## config.mk

```make
export PLATFORM = sky130hd
export DESIGN_NAME = lru_byte_buffer_top_flat
export DESIGN_NICKNAME = d
export VERILOG_FILES = /design/src/lbb_pkg.sv /design/src/lbb_ifs.sv /design/src/lru_byte_buffer_top.sv /design/src/lbb_ctrl.sv /design/src/lbb_dp.sv /design/src/flat_wrapper.sv
export SDC_FILE = /design/constraint.sdc
export NUM_CORES = 1
export LEC_CHECK = 0
export BUFFER_PORTS_ARGS = -buffer_cell sky130_fd_sc_hd__clkbuf_2
export CAP_MARGIN = 20
export CORE_UTILIZATION = 65
export CTS_CLUSTER_DIAMETER = 100
export DETAILED_ROUTE_END_ITERATION = 6
export GPL_ROUTABILITY_DRIVEN = 0
export PLACE_DENSITY = 0.91
export SETUP_SLACK_MARGIN = 0.05
export SYNTH_ARGS = -nofsm -noshare
export SYNTH_HDL_FRONTEND = slang
export SYNTH_HIERARCHICAL = 1
export SYNTH_SLANG_ARGS = --single-unit
export TNS_END_PERCENT = 5
```

## constraint.sdc

```tcl
create_clock -name clk -period 9.84 [get_ports clk]
set_input_delay 0.492 -clock clk [delete_from_list [all_inputs] [get_ports clk]]
set_output_delay 0.492 -clock clk [all_outputs]
set_load 0.02 [all_outputs]
```

## src/lbb_pkg.sv

```systemverilog
// Shared constants, types and helper functions of the LRU byte buffer.
package lbb_pkg;

  localparam int MAX_ENTRIES = 16;
  localparam int IDX_W       = $clog2(MAX_ENTRIES);
  localparam int KEY_W       = 8;
  localparam int OCC_W       = 5;
  localparam int TOT_W       = 32;

  localparam logic [OCC_W-1:0] CAPACITY_RESET = OCC_W'(10);
  localparam logic [OCC_W-1:0] OCC_MAX        = OCC_W'(MAX_ENTRIES);
  localparam logic [TOT_W-1:0] TOT_MAX        = '1;

  // Commands from the controller to the datapath.
  typedef struct packed {
    logic load;    // Capture the accepted request's key.
    logic lookup;  // Compare the key against the held entries.
    logic commit;  // Update the entry row and counters, load the result.
  } lbb_cmd_t;

  function automatic logic [TOT_W-1:0] sat_inc(input logic [TOT_W-1:0] v);
    sat_inc = (v == TOT_MAX) ? v : v + TOT_W'(1);
  endfunction

endpackage

```

## src/lbb_ifs.sv

```systemverilog
// Channel interfaces for requests, results and the capacity register.
interface lbb_in_if
  import lbb_pkg::*;
();
  logic             valid;
  logic             ready;
  logic [KEY_W-1:0] key;

  modport source (output valid, output key, input ready);
  modport sink   (input valid, input key, output ready);
endinterface

interface lbb_out_if
  import lbb_pkg::*;
();
  logic             valid;
  logic             ready;
  logic             hit;
  logic             evicted_valid;
  logic [KEY_W-1:0] evicted_key;
  logic [OCC_W-1:0] occupancy;
  logic [TOT_W-1:0] hit_total;
  logic [TOT_W-1:0] miss_total;
  logic [TOT_W-1:0] access_total;

  modport source (output valid, output hit, output evicted_valid, output evicted_key,
                  output occupancy, output hit_total, output miss_total,
                  output access_total, input ready);
  modport sink   (input valid, input hit, input evicted_valid, input evicted_key,
                  input occupancy, input hit_total, input miss_total,
                  input access_total, output ready);
endinterface

interface lbb_cfg_if
  import lbb_pkg::*;
();
  logic             valid;
  logic             ready;
  logic [OCC_W-1:0] capacity;

  modport source (output valid, output capacity, input ready);
  modport sink   (input valid, input capacity, output ready);
endinterface

```

## src/lru_byte_buffer_top.sv

```systemverilog
// Top level of the LRU byte buffer: controller, datapath and channel ports.
//
//  Channel  Direction  Payload                                         Handshake
//  in_if    sink       key[7:0]                                        valid/ready
//  out_if   source     hit, evicted_valid, evicted_key[7:0],           valid/ready
//                      occupancy[4:0], hit/miss/access_total[31:0]
//  cfg_if   sink       capacity[4:0]                                   valid/ready
//
// Each request passes through the accept edge, a lookup step in which the
// key is compared against all sixteen entries in parallel and the matching
// position is registered, and an update step in which the entry row shifts and the
// counters and result register are loaded. A new request is accepted only after the
// update step of the last one is done. The result register sits between
// the update step and out_if, so the next request is taken while a result
// still waits; a stalled result holds the update step until the sink takes it.
// Reset (rst_n low, synchronous) empties the buffer, clears the counters and
// sets capacity to 10. The capacity register always accepts writes.
module lru_byte_buffer_top
  import lbb_pkg::*;
(
  input  logic       clk,
  input  logic       rst_n,
  lbb_in_if.sink     in_if,
  lbb_out_if.source  out_if,
  lbb_cfg_if.sink    cfg_if
);

  lbb_cmd_t cmd;

  // The capacity register can be written in any cycle.
  assign cfg_if.ready = 1'b1;

  // The controller only sequences; all payload lives in the datapath.
  lbb_ctrl u_ctrl (
    .clk       (clk),
    .rst_n     (rst_n),
    .in_valid  (in_if.valid),
    .in_ready  (in_if.ready),
    .out_valid (out_if.valid),
    .out_ready (out_if.ready),
    .cmd       (cmd)
  );

  // The datapath keeps entries with the oldest at position zero and the
  // most recent at the top of the occupied range.
  lbb_dp u_dp (
    .clk               (clk),
    .rst_n             (rst_n),
    .cmd               (cmd),
    .in_key            (in_if.key),
    .cfg_valid         (cfg_if.valid),
    .cfg_capacity      (cfg_if.capacity),
    .res_hit           (out_if.hit),
    .res_evicted_valid (out_if.evicted_valid),
    .res_evicted_key   (out_if.evicted_key),
    .res_occupancy     (out_if.occupancy),
    .res_hit_total     (out_if.hit_total),
    .res_miss_total    (out_if.miss_total),
    .res_access_total  (out_if.access_total)
  );

endmodule

```

## src/lbb_ctrl.sv

```systemverilog
// Controller state machine that sequences lookup and update of one request.
module lbb_ctrl
  import lbb_pkg::*;
(
  input  logic     clk,
  input  logic     rst_n,
  input  logic     in_valid,
  output logic     in_ready,
  output logic     out_valid,
  input  logic     out_ready,
  output lbb_cmd_t cmd
);

  typedef enum logic [1:0] {
    S_IDLE,
    S_LOOK,
    S_UPD
  } state_t;

  state_t state_r;
  logic   out_valid_r;

  assign in_ready   = (state_r == S_IDLE);
  assign out_valid  = out_valid_r;

  always_comb begin
    cmd        = '0;
    cmd.load   = in_ready && in_valid;
    cmd.lookup = (state_r == S_LOOK);
    cmd.commit = (state_r == S_UPD) && (!out_valid_r || out_ready);
  end

  always_ff @(posedge clk) begin
    if (!rst_n) begin
      state_r     <= S_IDLE;
      out_valid_r <= 1'b0;
    end else begin
      // The result register frees up as soon as the sink takes it.
      if (cmd.commit) begin
        out_valid_r <= 1'b1;
      end else if (out_ready) begin
        out_valid_r <= 1'b0;
      end
      case (state_r)
        S_IDLE: begin
          if (cmd.load) begin
            state_r <= S_LOOK;
          end
        end
        S_LOOK: begin
          state_r <= S_UPD;
        end
        S_UPD: begin
          if (cmd.commit) begin
            state_r <= S_IDLE;
          end
        end
        default: begin
          state_r <= S_IDLE;
        end
      endcase
    end
  end

  a_commit_shows_result: assert property (@(posedge clk) disable iff (!rst_n)
    cmd.commit |=> out_valid_r)
    else $error("committed result not presented");

  a_accept_starts_lookup: assert property (@(posedge clk) disable iff (!rst_n)
    cmd.load |=> (state_r == S_LOOK))
    else $error("accepted request did not start a lookup");

  a_lookup_then_update: assert property (@(posedge clk) disable iff (!rst_n)
    (state_r == S_LOOK) |=> (state_r == S_UPD))
    else $error("lookup not followed by update");

endmodule

```

## src/lbb_dp.sv

```systemverilog
// Datapath: entry row in recency order, parallel compare, counters, result register.
module lbb_dp
  import lbb_pkg::*;
(
  input  logic             clk,
  input  logic             rst_n,
  input  lbb_cmd_t         cmd,
  input  logic [KEY_W-1:0] in_key,
  input  logic             cfg_valid,
  input  logic [OCC_W-1:0] cfg_capacity,
  output logic             res_hit,
  output logic             res_evicted_valid,
  output logic [KEY_W-1:0] res_evicted_key,
  output logic [OCC_W-1:0] res_occupancy,
  output logic [TOT_W-1:0] res_hit_total,
  output logic [TOT_W-1:0] res_miss_total,
  output logic [TOT_W-1:0] res_access_total
);

  logic [KEY_W-1:0] keys_r [MAX_ENTRIES];
  logic [KEY_W-1:0] keys_nxt [MAX_ENTRIES];
  logic [OCC_W-1:0] count_r, count_nxt;
  logic [OCC_W-1:0] cap_r;
  logic [KEY_W-1:0] key_r;
  logic             hit_r, hit_nxt;
  logic [IDX_W-1:0] found_r, found_nxt;
  logic [TOT_W-1:0] hit_tot_r, hit_tot_nxt;
  logic [TOT_W-1:0] miss_tot_r, miss_tot_nxt;
  logic [TOT_W-1:0] acc_tot_r, acc_tot_nxt;

  logic             res_hit_r, res_ev_valid_r;
  logic [KEY_W-1:0] res_ev_key_r;
  logic [OCC_W-1:0] res_occ_r;

  logic [OCC_W-1:0] eff_cap;
  logic             evict;
  logic             remove;
  logic [IDX_W-1:0] rm_pos;
  logic [OCC_W-1:0] count_after;

  // Lookup: compare all held positions at once; the lowest match wins.
  always_comb begin
    hit_nxt   = 1'b0;
    found_nxt = '0;
    for (int i = MAX_ENTRIES - 1; i >= 0; i--) begin
      if ((keys_r[i] == key_r) && (OCC_W'(i) < count_r)) begin
        hit_nxt   = 1'b1;
        found_nxt = IDX_W'(i);
      end
    end
  end

  // Update: on a hit or an eviction drop one position and close the gap; append the key as most recent.
  always_comb begin
    if (cap_r == '0) begin
      eff_cap = OCC_W'(1);
    end else if (cap_r > OCC_MAX) begin
      eff_cap = OCC_MAX;
    end else begin
      eff_cap = cap_r;
    end
    evict       = !hit_r && (count_r >= eff_cap) && (count_r != '0);
    remove      = hit_r || evict;
    rm_pos      = hit_r ? found_r : '0;
    count_after = remove ? count_r - OCC_W'(1) : count_r;
    for (int i = 0; i < MAX_ENTRIES; i++) begin
      keys_nxt[i] = keys_r[i];
    end
    for (int i = 0; i < MAX_ENTRIES - 1; i++) begin
      if (remove && (IDX_W'(i) >= rm_pos)) begin
        keys_nxt[i] = keys_r[i + 1];
      end
    end
    for (int i = 0; i < MAX_ENTRIES; i++) begin
      if ((count_after < OCC_MAX) && (OCC_W'(i) == count_after)) begin
        keys_nxt[i] = key_r;
      end
    end
    count_nxt    = (count_after < OCC_MAX) ? count_after + OCC_W'(1) : count_after;
    acc_tot_nxt  = sat_inc(acc_tot_r);
    hit_tot_nxt  = hit_r ? sat_inc(hit_tot_r) : hit_tot_r;
    miss_tot_nxt = hit_r ? miss_tot_r : sat_inc(miss_tot_r);
  end

  always_ff @(posedge clk) begin
    if (!rst_n) begin
      count_r    <= '0;
      cap_r      <= CAPACITY_RESET;
      hit_tot_r  <= '0;
      miss_tot_r <= '0;
      acc_tot_r  <= '0;
    end else begin
      if (cfg_valid) begin
        cap_r <= cfg_capacity;
      end
      if (cmd.commit) begin
        count_r    <= count_nxt;
        hit_tot_r  <= hit_tot_nxt;
        miss_tot_r <= miss_tot_nxt;
        acc_tot_r  <= acc_tot_nxt;
      end
    end
  end

  always_ff @(posedge clk) begin
    if (cmd.load) begin
      key_r <= in_key;
    end
    if (cmd.lookup) begin
      hit_r   <= hit_nxt;
      found_r <= found_nxt;
    end
    if (cmd.commit) begin
      keys_r         <= keys_nxt;
      res_hit_r      <= hit_r;
      res_ev_valid_r <= evict;
      res_ev_key_r   <= evict ? keys_r[0] : '0;
      res_occ_r      <= count_nxt;
    end
  end

  assign res_hit           = res_hit_r;
  assign res_evicted_valid = res_ev_valid_r;
  assign res_evicted_key   = res_ev_key_r;
  assign res_occupancy     = res_occ_r;
  assign res_hit_total     = hit_tot_r;
  assign res_miss_total    = miss_tot_r;
  assign res_access_total  = acc_tot_r;

  a_count_bounded: assert property (@(posedge clk) disable iff (!rst_n)
    count_r <= OCC_MAX)
    else $error("entry count above the row size");

endmodule
```

## src/flat_wrapper.sv

```systemverilog
// flat-port wrapper written by rule: the top's interface ports become plain ports
module lru_byte_buffer_top_flat import lbb_pkg::*;
  (clk, rst_n, in_if_valid, in_if_key, in_if_ready, out_if_valid, out_if_hit, out_if_evicted_valid, out_if_evicted_key, out_if_occupancy, out_if_hit_total, out_if_miss_total, out_if_access_total, out_if_ready, cfg_if_valid, cfg_if_capacity, cfg_if_ready);
  lbb_in_if in_if_i ();
  lbb_out_if out_if_i ();
  lbb_cfg_if cfg_if_i ();
  input  logic clk;
  input  logic rst_n;
  input wire logic [$bits(in_if_i.valid)-1:0] in_if_valid;
  input wire logic [$bits(in_if_i.key)-1:0] in_if_key;
  output wire logic [$bits(in_if_i.ready)-1:0] in_if_ready;
  output wire logic [$bits(out_if_i.valid)-1:0] out_if_valid;
  output wire logic [$bits(out_if_i.hit)-1:0] out_if_hit;
  output wire logic [$bits(out_if_i.evicted_valid)-1:0] out_if_evicted_valid;
  output wire logic [$bits(out_if_i.evicted_key)-1:0] out_if_evicted_key;
  output wire logic [$bits(out_if_i.occupancy)-1:0] out_if_occupancy;
  output wire logic [$bits(out_if_i.hit_total)-1:0] out_if_hit_total;
  output wire logic [$bits(out_if_i.miss_total)-1:0] out_if_miss_total;
  output wire logic [$bits(out_if_i.access_total)-1:0] out_if_access_total;
  input wire logic [$bits(out_if_i.ready)-1:0] out_if_ready;
  input wire logic [$bits(cfg_if_i.valid)-1:0] cfg_if_valid;
  input wire logic [$bits(cfg_if_i.capacity)-1:0] cfg_if_capacity;
  output wire logic [$bits(cfg_if_i.ready)-1:0] cfg_if_ready;
  assign in_if_i.valid = in_if_valid;
  assign in_if_i.key = in_if_key;
  assign in_if_ready = in_if_i.ready;
  assign out_if_valid = out_if_i.valid;
  assign out_if_hit = out_if_i.hit;
  assign out_if_evicted_valid = out_if_i.evicted_valid;
  assign out_if_evicted_key = out_if_i.evicted_key;
  assign out_if_occupancy = out_if_i.occupancy;
  assign out_if_hit_total = out_if_i.hit_total;
  assign out_if_miss_total = out_if_i.miss_total;
  assign out_if_access_total = out_if_i.access_total;
  assign out_if_i.ready = out_if_ready;
  assign cfg_if_i.valid = cfg_if_valid;
  assign cfg_if_i.capacity = cfg_if_capacity;
  assign cfg_if_ready = cfg_if_i.ready;
  lru_byte_buffer_top u_core (.clk(clk), .rst_n(rst_n), .in_if(in_if_i), .out_if(out_if_i), .cfg_if(cfg_if_i));
endmodule
```

==> impl_results.md, run 1 <==
- Number of distinct standard cells referenced by the synthesized netlist: 70
- Internal Dissipation: 1.87 mW
- Yosys warns: 6
- Setup slack on the worst flop-to-flop path: 5430 ps
- Count of hold buffers inserted by post-cts repair: 0
- PnR Total Power: 2.44 mW
- DRC Markers: 0
- Final critical-path share of the clock period: between 40% and 50%
- Post-synthesis register bit count: between 200 and 300
- Run status: finished, final reports clean
- Area delta synth->final: 11.3%
- Core Region: between 0.02 and 0.025 sq mm
- Synthesized Nets: approximately 1300
- Most used standard cell by instance count after synthesis: edfxtp_1
- Count of vias placed by the detailed router: 10700
- Number of nets in the finished design: approximately 1400
- Leakage: 5.99 nW
- Wire length of the first global-routing pass: around 52 mm
- Ys async rst share: 0%
- Drt first pass iters: 6
- Detailed-route wire length: 33.4 mm
- Worst path arrival time: 4560 ps
- Sw Share: a little under a quarter
- Die Outline Area: 0.0228 sq mm
- Routing usage on met1: between 30% and 40%
- Max-capacitance violation count: 0
- Netlist Area Pre-Place: 0.0145 sq mm
- Actual transition at the worst max-transition pin: 1120 ps
- Number of placement rows: 54
- Max Transition Viols Final: 0
- Number of levels in the clock H-tree: 1
- Mean instance size in the synthesized netlist: 11.1 sq um
- Pin count of the biggest net entering global routing: 88
- Setup repair after global routing missed its margin: no
- Net switching power: 0.565 mW
- Max Clock Freq: 0.227 GHz
- Worst slew slack as a fraction of its limit: 24.9%
- Sequential area share after synthesis: 47.5%
- CTS buffer count: 27
- Top-Level Pins: 132
- Worst setup path category: flip-flop to flip-flop
- Most area-consuming cells after synthesis: edfxtp_1 (32%), dfxtp_1 (15%), mux2_2 (9.0%), xnor2_1 (6.4%), xor2_1 (5.8%)
- Number of enable-type register cells in the synthesized netlist: 156
- Post-synthesis cell count: 1300
- Areal power density over the cells: between 150 and 200 mW/mm^2
- Number of clock sinks: 265
- Vert. Die Dim: ~150 microns
- CTS tree: yes
- Worst voltage drop across the vdd grid: 0.146 mV
- Worst-case clock buffer depth: 3
- Cell type contributing the most total cell area after synthesis: edfxtp_1
- Post-route clock skew: 15.2 ps
- Most frequently used flop master after synthesis: edfxtp_1
- Post-route non-filler standard cell count: 1690
- Dpl hpwl: 22.4 mm
- Met2 Usage GRT: 48.6%
- Number of placed instances with taps included: 1638
- Number of gates resized after cts: 0
- CP Launch Type: flip-flop
- Number of antenna-violating nets in the routed design: 0
- Clock tree root driver cell: clkbuf_16
- Aggregate global routing overflow: 0
- Number of setup violations in the final report: 0
- Maximum net fanout on the critical path: 20
- Die Span X: between 150 and 200 microns
- Worst-Skew Late Latency: ~540 ps
- Routing usage on met3: 4.97%
- Worst-path clk slew: 60 ps
- Post-CTS setup buffer count: 0
- Kind of capture point of the worst setup path: flip-flop
- Final-report hold violation count: 0
- Relative contribution of the clock network to total power: 41.8%
- Number of port buffers: 130
- Accumulated negative setup slack: 0 ps
- Synth top area share: 32.4%
- Worst endpoint required time: 9990 ps
- Minimum period implied by the final worst setup slack: 4410 ps
- Number of antenna violations at the first check in global routing: 0
- Fraction of layout cells with a size suffix above 1: 24.0%
- Per-cell routed wire length: around 20 microns
- Most instantiated cells after synthesis: edfxtp_1 (156), mux2_2 (115), dfxtp_1 (109), xnor2_1 (106), xor2_1 (95)
- Busiest metal layer after global routing: met2
- Sequential Power Share: 49.4%
- Number of DRC markers after the initial detailed-route iteration: 962
- Proportion of power drawn by combinational gates: 8.8%
- Antenna cell count: 0
- Post-Route Hold Slack: 129 ps
- Initial cell density of the core: 66.2%
- Number of filler cells placed in the layout: approximately 1400
- Path category of the worst min-delay check: input pin to flip-flop
- GR Util All Layers: 28.9%
- Vias in the first global route: 10300
- Routed vias/inst: 6.31
[stage by stage]
step | utilization [%] | setup WS [ps] | instance area (sq um)
after CTS | 73.6 | 5550 | 16100
after detailed placement | 69.6 | 5580 | 15200
after global placement | 69.6 | 5830 | 15200
final | 73.7 | 5430 | 16100
after floorplan | - | 6310 | 14500
after global routing | 73.7 | 5240 | 16100
[critical path: stages (launching register included)]
cell and delay [ps]:
dfxtp_1 800, ha_1 350, o21a_1 150, o21ai_1 130
o21ai_1 750, a211oi_4 280, or4_1 810, a31oi_1 740
[layout make-up]
type	count	area [sq um]	share of cell area, %
clock buffers	37	733	4.56
inverters	22	82.6	0.513
well taps	280	350	2.18
multi-input cells	930	7160	44.5
repair buffers	144	751	4.67
flip-flops and latches	265	6870	42.7
clock inverters	12	138	0.856
[per-layer routing]
| layer | wire [microns] | vias to the layer above |
|---|---|---|
| li1 | - | 4904 |
| met1 | 13300 | 5154 |
| met2 | 16400 | 508 |
| met3 | 2570 | 94 |
| met4 | 1120 | 0 |
| met5 | 0 | - |
[power groups by stage]
stage	sequential [mW]	combinational, mW	clock (mW)
3_5_place_dp	1.23	0.210	0
6_report	1.20	0.215	1.02
4_1_cts	1.20	0.211	1.03
5_1_grt	1.20	0.230	1.07
2_1_floorplan	1.22	0.167	0
3_3_place_gp	1.23	0.202	0
[registers in the layout (all words and copies together) (netlist names)]
| name | flops |
|---|---|
| u_core/u_ctrl/out_valid | 1 |
| u_core/u_ctrl/state_r | 2 |
| u_core/u_dp/cap_r | 5 |
| u_core/u_dp/count_r | 5 |
| u_core/u_dp/found_r | 4 |
| u_core/u_dp/hit_r | 1 |
| u_core/u_dp/key_r | 8 |
| u_core/u_dp/keys_r | 128 |
| u_core/u_dp/res_access_total | 32 |
| u_core/u_dp/res_evicted_key | 8 |
| u_core/u_dp/res_evicted_valid | 1 |
| u_core/u_dp/res_hit | 1 |
| u_core/u_dp/res_hit_total | 32 |
| u_core/u_dp/res_miss_total | 32 |
| u_core/u_dp/res_occupancy | 5 |
[logic make-up (layout without fill, tap and decap cells)]
| logic type | count (synthesis) | in the layout | synth area share [%] |
|---|---|---|---|
| multiplexers | 139 | 139 | 10.9 |
| adder cells (fa/ha/maj) | 12 | 12 | 1.04 |
| flip-flops | 265 | 265 | 47.5 |
| XOR/XNOR | 201 | 201 | 12.2 |
| buffers and inverters | 105 | 215 | 3.09 |
| AO/OA/AOI/OAI | 136 | 136 | 6.82 |
| other | 1 | 1 | 0.0259 |
| AND/OR/NAND/NOR | 441 | 441 | 18.5 |
[final timing paths]
| check | cells after the start | endpoint | from |
|---|---|---|---|
| setup / recovery | 7 | u_core/u_dp/keys_r[59] | u_core/u_dp/count_r[2] |
| hold / removal | 1 | u_core/u_dp/key_r[5] | in_if_key[5] |
| setup reg to reg | 7 | u_core/u_dp/keys_r[59] | u_core/u_dp/count_r[2] |
| hold reg to reg | 2 | u_core/u_dp/res_miss_total[11] | u_core/u_dp/res_miss_total[11] |
[placed cells by master (no fill, tap or decap), types with 16 or more instances in the layout]
master / instances
edfxtp_1: 156
clkbuf_2: 131
mux2_2: 115
dfxtp_1: 109
xnor2_1: 106
xor2_1: 95
and2_1: 78
nand2_1: 62
nand4_1: 51
nand3_1: 41
nor3_1: 39
o21ai_0: 30
clkbuf_16: 27
nor2_1: 25
o21a_1: 23
nor4_1: 23
inv_1: 22
and3_1: 21
and4_1: 18
or3_1: 18
mux2i_1: 16
Power figures use the tool's default switching activity.
==> run 2, diff against run 1 <==
CORE_UTILIZATION = 54   (was 65)
PLACE_DENSITY = 0.81   (was 0.91)
clock period = 3.57 ns   (was 9.84 ns; I/O delays follow)
==> run 2 against run 1 <==
Effect of this change:
- the run now ends with DRC left
- clock power rose to 2.8 times the previous value
- flip-flop and latch count did not move
- highest routed layer unchanged
- sequential power rose to 2.8 times the previous value
- clock skew rose by 11 ps
- fmax rose by 30%
==> impl_results.md, run 2 (synthesis results as in run 1) <==
- Run status: finished with violations
- Violated checks: DRC
- Vias in the first global route: 10500 (+2.6%)
- Core Region: 0.0261 sq mm (+20%)
- Worst-Skew Late Latency: 550 ps (about the same)
- DRC Markers: 8 (+8)
- Max Transition Viols Final: 0 (unchanged)
- Top-Level Pins: 132 (unchanged)
- Routed vias/inst: 5.97 (-5.4%)
- Maximum net fanout on the critical path: 8 (-60%)
- Aggregate global routing overflow: 0 (unchanged)
- Per-cell routed wire length: 19.0 microns (-4.0%)
- Number of clock sinks: 265 (unchanged)
- WP buf/inv: 2 (+2)
- Worst endpoint required time: 3850 ps (-6140 ps)
- Number of placement rows: 59 (+9.3%)
- Worst path arrival time: 3680 ps (-880 ps)
- Fraction of layout cells with a size suffix above 1: 26.8% (+2.8 points)
- Worst slew slack as a fraction of its limit: 28.2% (+3.3 points)
- Die Span X: 166 microns (+9.6%)
- Slowest cell on the critical path: a2111oi_4
- Area delta synth->final: 16.0%
- Wire length of the first global-routing pass: 54.9 mm (+5.3%)
- Antenna cell count: 0 (unchanged)
- PnR Total Power: 6.87 mW (+180%)
- Kind of capture point of the worst setup path: flip-flop
- GR Util All Layers: 24.5% (-4.3 points)
- Clock tree root driver cell: clkbuf_16
- Number of nets in the finished design: 1476 (+3.9%)
- Detailed-route wire length: 34.2 mm (+2.4%)
- Number of DRC markers after the initial detailed-route iteration: 970 (+0.83%)
- Worst-case clock buffer depth: 3 (unchanged)
- Actual transition at the worst max-transition pin: 1080 ps (-38.7 ps)
- Vert. Die Dim: 166 microns (+9.6%)
- Number of flip-flops in the largest register: 128 (unchanged)
- CTS tree: yes
- Worst setup path category: flip-flop to flip-flop
- Commonest cells after routing, fill and taps aside: edfxtp_1 (156), clkbuf_2 (134), mux2_2 (115), dfxtp_1 (109), xnor2_1 (105)
- Number of levels in the clock H-tree: 1 (unchanged)
- Max Clock Freq: 0.294 GHz (+30%)
- Final critical-path share of the clock period: 95.2% (+50 points)
- Largest reg by FF count: u_core/u_dp/keys_r
- Worst voltage drop across the vdd grid: 0.345 mV (+140%)
- Areal power density over the cells: 410 mW/mm^2 (+170%)
- Worst-path clk slew: 60 ps (about the same)
- Path category of the worst min-delay check: input pin to flip-flop
- Post-route clock skew: 26.6 ps (+11.4 ps)
- Worst stage delay on the critical path: 490 ps (-320 ps)
- Max-capacitance violation count: 0 (unchanged)
- Post-CTS setup buffer count: 0 (unchanged)
- Number of antenna-violating nets in the routed design: 0 (unchanged)
- Count of vias placed by the detailed router: 10800 (+0.89%)
- Setup repair after global routing missed its margin: yes
- Accumulated negative setup slack: 0 ps (unchanged)
- Die Outline Area: 0.0274 sq mm (+20%)
- Pin count of the biggest net entering global routing: 71 (-19%)
- Kind of cell adding the most delay to the critical path: simple AND/OR/NAND/NOR gates
- Dpl hpwl: 23.5 mm (+5.0%)
- Most common cell after layout, fill and taps aside: edfxtp_1
- Number of port buffers: 130 (unchanged)
- Leakage: 6.33 nW (+5.7%)
- Cells along the critical path: nor3_1, nor2_1, nor2_1, ha_1, nand2b_4, a2111oi_4, o31ai_4, mux2_2, inv_1, ha_1, and4_1, buf_4, mux2_2
- Number of antenna violations at the first check in global routing: 0 (unchanged)
- Initial cell density of the core: 55.3% (-11 points)
- CP Launch Type: flip-flop
- CTS buffer count: 28 (+3.7%)
- Minimum period implied by the final worst setup slack: 3400 ps (-1010 ps)
- Final-report hold violation count: 0 (unchanged)
- Drt first pass iters: 7 (+1)
- Number of setup violations in the final report: 0 (unchanged)
[run 2: cell types whose count changed in the layout (fill, tap and decap cells not counted), sizes merged]
cell / before / now
dlygate4sd3: 0 / 16
inv: 23 / 22
clkinv: 7 / 3
clkinvlp: 1 / 0
buf: 12 / 54
bufinv: 3 / 1
clkbuf: 169 / 177
[run 2: worst min-delay path, delay by kind of cell]
family                 cells  cell delay, ps
buffers and inverters      1             190
muxes                      1             100
and+or+nand+nor            1              90
[run 2: power by group]
| group | total [mW] | internal (mW) | leakage, nW | switching (mW) |
|---|---|---|---|---|
| combinational | 0.659 | 0.291 | 3.58 | 0.368 |
| sequential | 3.33 | 3.28 | 2.29 | 0.0548 |
| clock | 2.88 | 1.73 | 0.462 | 1.16 |
[run 2: per-layer routing]
| metal | GRT usage (%) | vias to the layer above | wire (microns) |
|---|---|---|---|
| met4 | 7.07 | 0 | 906 |
| met3 | 3.23 | 70 | 2060 |
| met1 | 32.0 | 5263 | 14600 |
| met5 | 0 | - | 0 |
| li1 | - | 5026 | - |
| met2 | 42.7 | 396 | 16600 |
[run 2: worst paths after layout]
check | from | endpoint | slack [ps] | depth (start not counted)
setup reg to reg | u_core/u_dp/cap_r[1] | u_core/u_dp/keys_r[104] | 170 | 13
hold reg to reg | u_core/u_dp/res_hit_total[31] | u_core/u_dp/res_hit_total[31] | 510 | 2
hold / removal | cfg_if_valid | u_core/u_dp/cap_r[4] | 70 | 3
setup / recovery | u_core/u_dp/cap_r[1] | u_core/u_dp/keys_r[104] | 170 | 13
[run 2: layout make-up]
cell class	count	area (sq um)
inverters	22	82.6
well taps	335	419
multi-input cells	930	7210
clock inverters	4	45.0
flip-flops and latches	265	6870
clock buffers	48	875
fillers	2003	9370
repair buffers	199	1270
[run 2: per-stage QoR]
stage	setup slack [ps]	hold slack, ps	util, %	area (sq um)	std cells
final	171	67.9	64.2	16800	1803
after global routing	-14.7	82.7	64.2	16800	1803
after CTS	22.3	35.3	64.0	16700	1803
after detailed placement	11.7	357	59.8	15600	1735
after global placement	177	358	59.8	15600	1735
after floorplan	219	277	-	14500	1300
[run 2: what timing repair did]
item,CTS,global route
endpoints found under the setup margin,19,153
gates cloned,0,0
hold endpoints to repair,14,0
hold buffers,16,0
pin swaps,0,1
gates resized for setup,1,13
==> run 3, diff against run 2 <==
==> constraint.sdc (replaced) <==
create_clock -name clk -period 3.57 [get_ports clk]
set_input_delay 0.1785 -clock clk [delete_from_list [all_inputs] [get_ports clk]]
set_output_delay 0.1785 -clock clk [all_outputs]
set_load 0.1 [all_outputs]
==> run 3 against run 2 <==
Effect of this change:
- the run still ends with DRC left
- combinational power is 9.4% higher
- critical path depth unchanged
- first-iteration DRC count rose by 4.4%
- power grew 3.4%
- critical path type unchanged
- largest cell class unchanged
==> impl_results.md, run 3 (synthesis results as in run 1) <==
- Run status: finished with violations
- Violated checks: DRC
- Number of DRC markers after the initial detailed-route iteration: 1013 (+4.4%)
- Wire length of the first global-routing pass: 56.4 mm (+2.7%)
- Number of flip-flops in the largest register: 128 (unchanged)
- Minimum period implied by the final worst setup slack: 3490 ps (+86.8 ps)
- Dpl hpwl: 24.1 mm (+2.4%)
- Areal power density over the cells: 421 mW/mm^2 (+2.8%)
- Final-report hold violation count: 0 (unchanged)
- Accumulated negative setup slack: 0 ps (unchanged)
- CTS tree: yes
- Top-Level Pins: 132 (unchanged)
- Setup slack on the worst flop-to-flop path: 80 ps (-90 ps)
- Antenna cell count: 0 (unchanged)
- Area of all sequential standard cells: 0.00687 sq mm (unchanged)
- Area delta synth->final: 16.7%
- Number of placement rows: 59 (unchanged)
- Final critical-path share of the clock period: 97.6% (+2.4 points)
- Post-route clock skew: 11.7 ps (-14.8 ps)
- Clock tree root driver cell: clkbuf_16
- Count of vias placed by the detailed router: 10800 (+0.037%)
- CTS buffer count: 28 (unchanged)
- Vias in the first global route: 10800 (+3.0%)
- Worst endpoint required time: 3860 ps (about the same)
- Setup repair after global routing missed its margin: yes
- Per-cell routed wire length: 19.4 microns (+2.2%)
- Drt first pass iters: 7 (unchanged)
- Number of levels in the clock H-tree: 1 (unchanged)
- Number of nets in the finished design: 1478 (+0.14%)
- Initial cell density of the core: 55.3% (unchanged)
- Number of setup violations in the final report: 0 (unchanged)
- Most common cell after layout, fill and taps aside: edfxtp_1
- Area used by multi-input combinational logic: 0.00719 sq mm (-0.35%)
- Leakage: 6.40 nW (+1.0%)
- Number of port buffers: 130 (unchanged)
- Capture point of the critical path: u_core/u_dp/keys_r[43]
- Die Span X: 166 microns (unchanged)
- Pin count of the biggest net entering global routing: 75 (+5.6%)
- Origin of the worst setup path: u_core/u_dp/cap_r[2]
- Worst voltage drop across the vdd grid: 0.338 mV (-2.2%)
- Max-capacitance violation count: 0 (unchanged)
- Worst-path clk slew: 60 ps (about the same)
- DRC Markers: 10 (+2)
- Vert. Die Dim: 166 microns (unchanged)
- Worst path arrival time: 3780 ps (+100 ps)
- Largest reg by FF count: u_core/u_dp/keys_r
- Max Transition Viols Final: 0 (unchanged)
- Number of filler cells placed in the layout: 1978 (-1.2%)
- Detailed-route wire length: 35.0 mm (+2.3%)
- Worst setup path category: flip-flop to flip-flop
- Commonest cells after routing, fill and taps aside: edfxtp_1 (156), clkbuf_2 (133), mux2_2 (115), dfxtp_1 (109), xnor2_1 (105)
- GR Util All Layers: 25.2% (+0.71 points)
- Path category of the worst min-delay check: input pin to flip-flop
- CP Launch Type: flip-flop
- Fraction of layout cells with a size suffix above 1: 27.4% (+0.64 points)
- Number of antenna violations at the first check in global routing: 1 (+1)
- Number of clock sinks: 265 (unchanged)
- FF-to-FF path depth: 13 (unchanged)
- Maximum net fanout on the critical path: 8 (unchanged)
- Number of antenna-violating nets in the routed design: 0 (unchanged)
- Aggregate global routing overflow: 0 (unchanged)
- Kind of capture point of the worst setup path: flip-flop
- Max Clock Freq: 0.287 GHz (-2.5%)
- Worst r2r src: u_core/u_dp/cap_r[2]
- Post-Route Hold Slack: 53.4 ps (-14.4 ps)
- Worst-case clock buffer depth: 3 (unchanged)
- Worst slew slack as a fraction of its limit: 30.2% (+2.0 points)
- Endpoint of the worst-slack reg-to-reg timing path: u_core/u_dp/keys_r[43]
- Core Region: 0.0261 sq mm (unchanged)
- Routed vias/inst: 5.96 (about the same)
- Die Outline Area: 0.0274 sq mm (unchanged)
- Worst-Skew Late Latency: 540 ps (about the same)
- Actual transition at the worst max-transition pin: 1050 ps (-30.4 ps)
run 3: cell count changes in the layout (fill, tap and decap cells not counted), sizes merged:
cell / change
buf: +2
clkbuf: -2
inv: +2
run 3: layout make-up:
cell class | instances | area share, %
Timing Repair Buffer | 201 | 7.82
Tap cell | 335 | 2.48
Multi-Input combinational cell | 930 | 42.6
Clock buffer | 46 | 5.56
Clock inverter | 6 | 0.356
Sequential cell | 265 | 40.7
Inverter | 22 | 0.489
run 3: repair_timing:
| action | CTS | global route |
|---|---|---|
| pin swaps | 0 | 3 |
| setup endpoints to repair | 24 | 232 |
| resized for setup | 1 | 14 |
| hold buffers | 16 | 0 |
| endpoints found under the hold margin | 14 | 0 |
| buffers inserted | 0 | 2 |
run 3: report_power, final:
group | switching (mW) | total (mW) | internal, mW
sequential | 0.0480 | 3.33 | 3.28
clock | 1.19 | 3.06 | 1.87
combinational | 0.426 | 0.721 | 0.296
run 3: how the worst min path moves through the flow:
| stage | from | to | slack, ps | cells past startpoint |
|---|---|---|---|---|
| floorplan | in_if_key[0] | u_core/u_dp/key_r[0] | 280 | 0 |
| global placement | in_if_key[6] | u_core/u_dp/key_r[6] | 360 | 1 |
| detailed placement | in_if_key[6] | u_core/u_dp/key_r[6] | 360 | 1 |
| CTS | cfg_if_valid | u_core/u_dp/cap_r[4] | 30 | 3 |
| global route | cfg_if_valid | u_core/u_dp/cap_r[4] | 80 | 3 |
| finish | cfg_if_valid | u_core/u_dp/cap_r[4] | 50 | 3 |
run 3: critical path, stage by stage, from the launching register on:
cell	delay [ps]
dfxtp_1	370
nor3_1	60
nor2_1	100
nor2_1	50
ha_1	260
nand2b_4	120
a2111oi_4	90
o31ai_2	620
mux2_2	430
inv_1	80
ha_1	240
and4_1	320
buf_12	150
mux2_2	330
run 3: layer usage:
metal | wire length (microns) | vias to the layer above | global-route usage [%]
li1 | - | 5033 | -
met1 | 14900 | 5264 | 32.3
met2 | 16700 | 361 | 43.1
met3 | 2030 | 99 | 3.99
met4 | 1250 | 2 | 9.55
met5 | 13 | - | 0
run 3: per-stage QoR:
stage / utilization, % / cells / power [mW] / worst slack, ps / cell area [sq um]
final: 64.6 / 1805 / 7.11 / 84.6 / 16900
after CTS: 64.3 / 1803 / 7.13 / 20.8 / 16800
after global placement: 59.9 / 1735 / 4.05 / 122 / 15700
after global routing: 64.6 / 1805 / 7.32 / -76.4 / 16900
after detailed placement: 59.9 / 1735 / 4.07 / 43.4 / 15700
after floorplan: - / 1300 / 3.88 / 36.0 / 14500
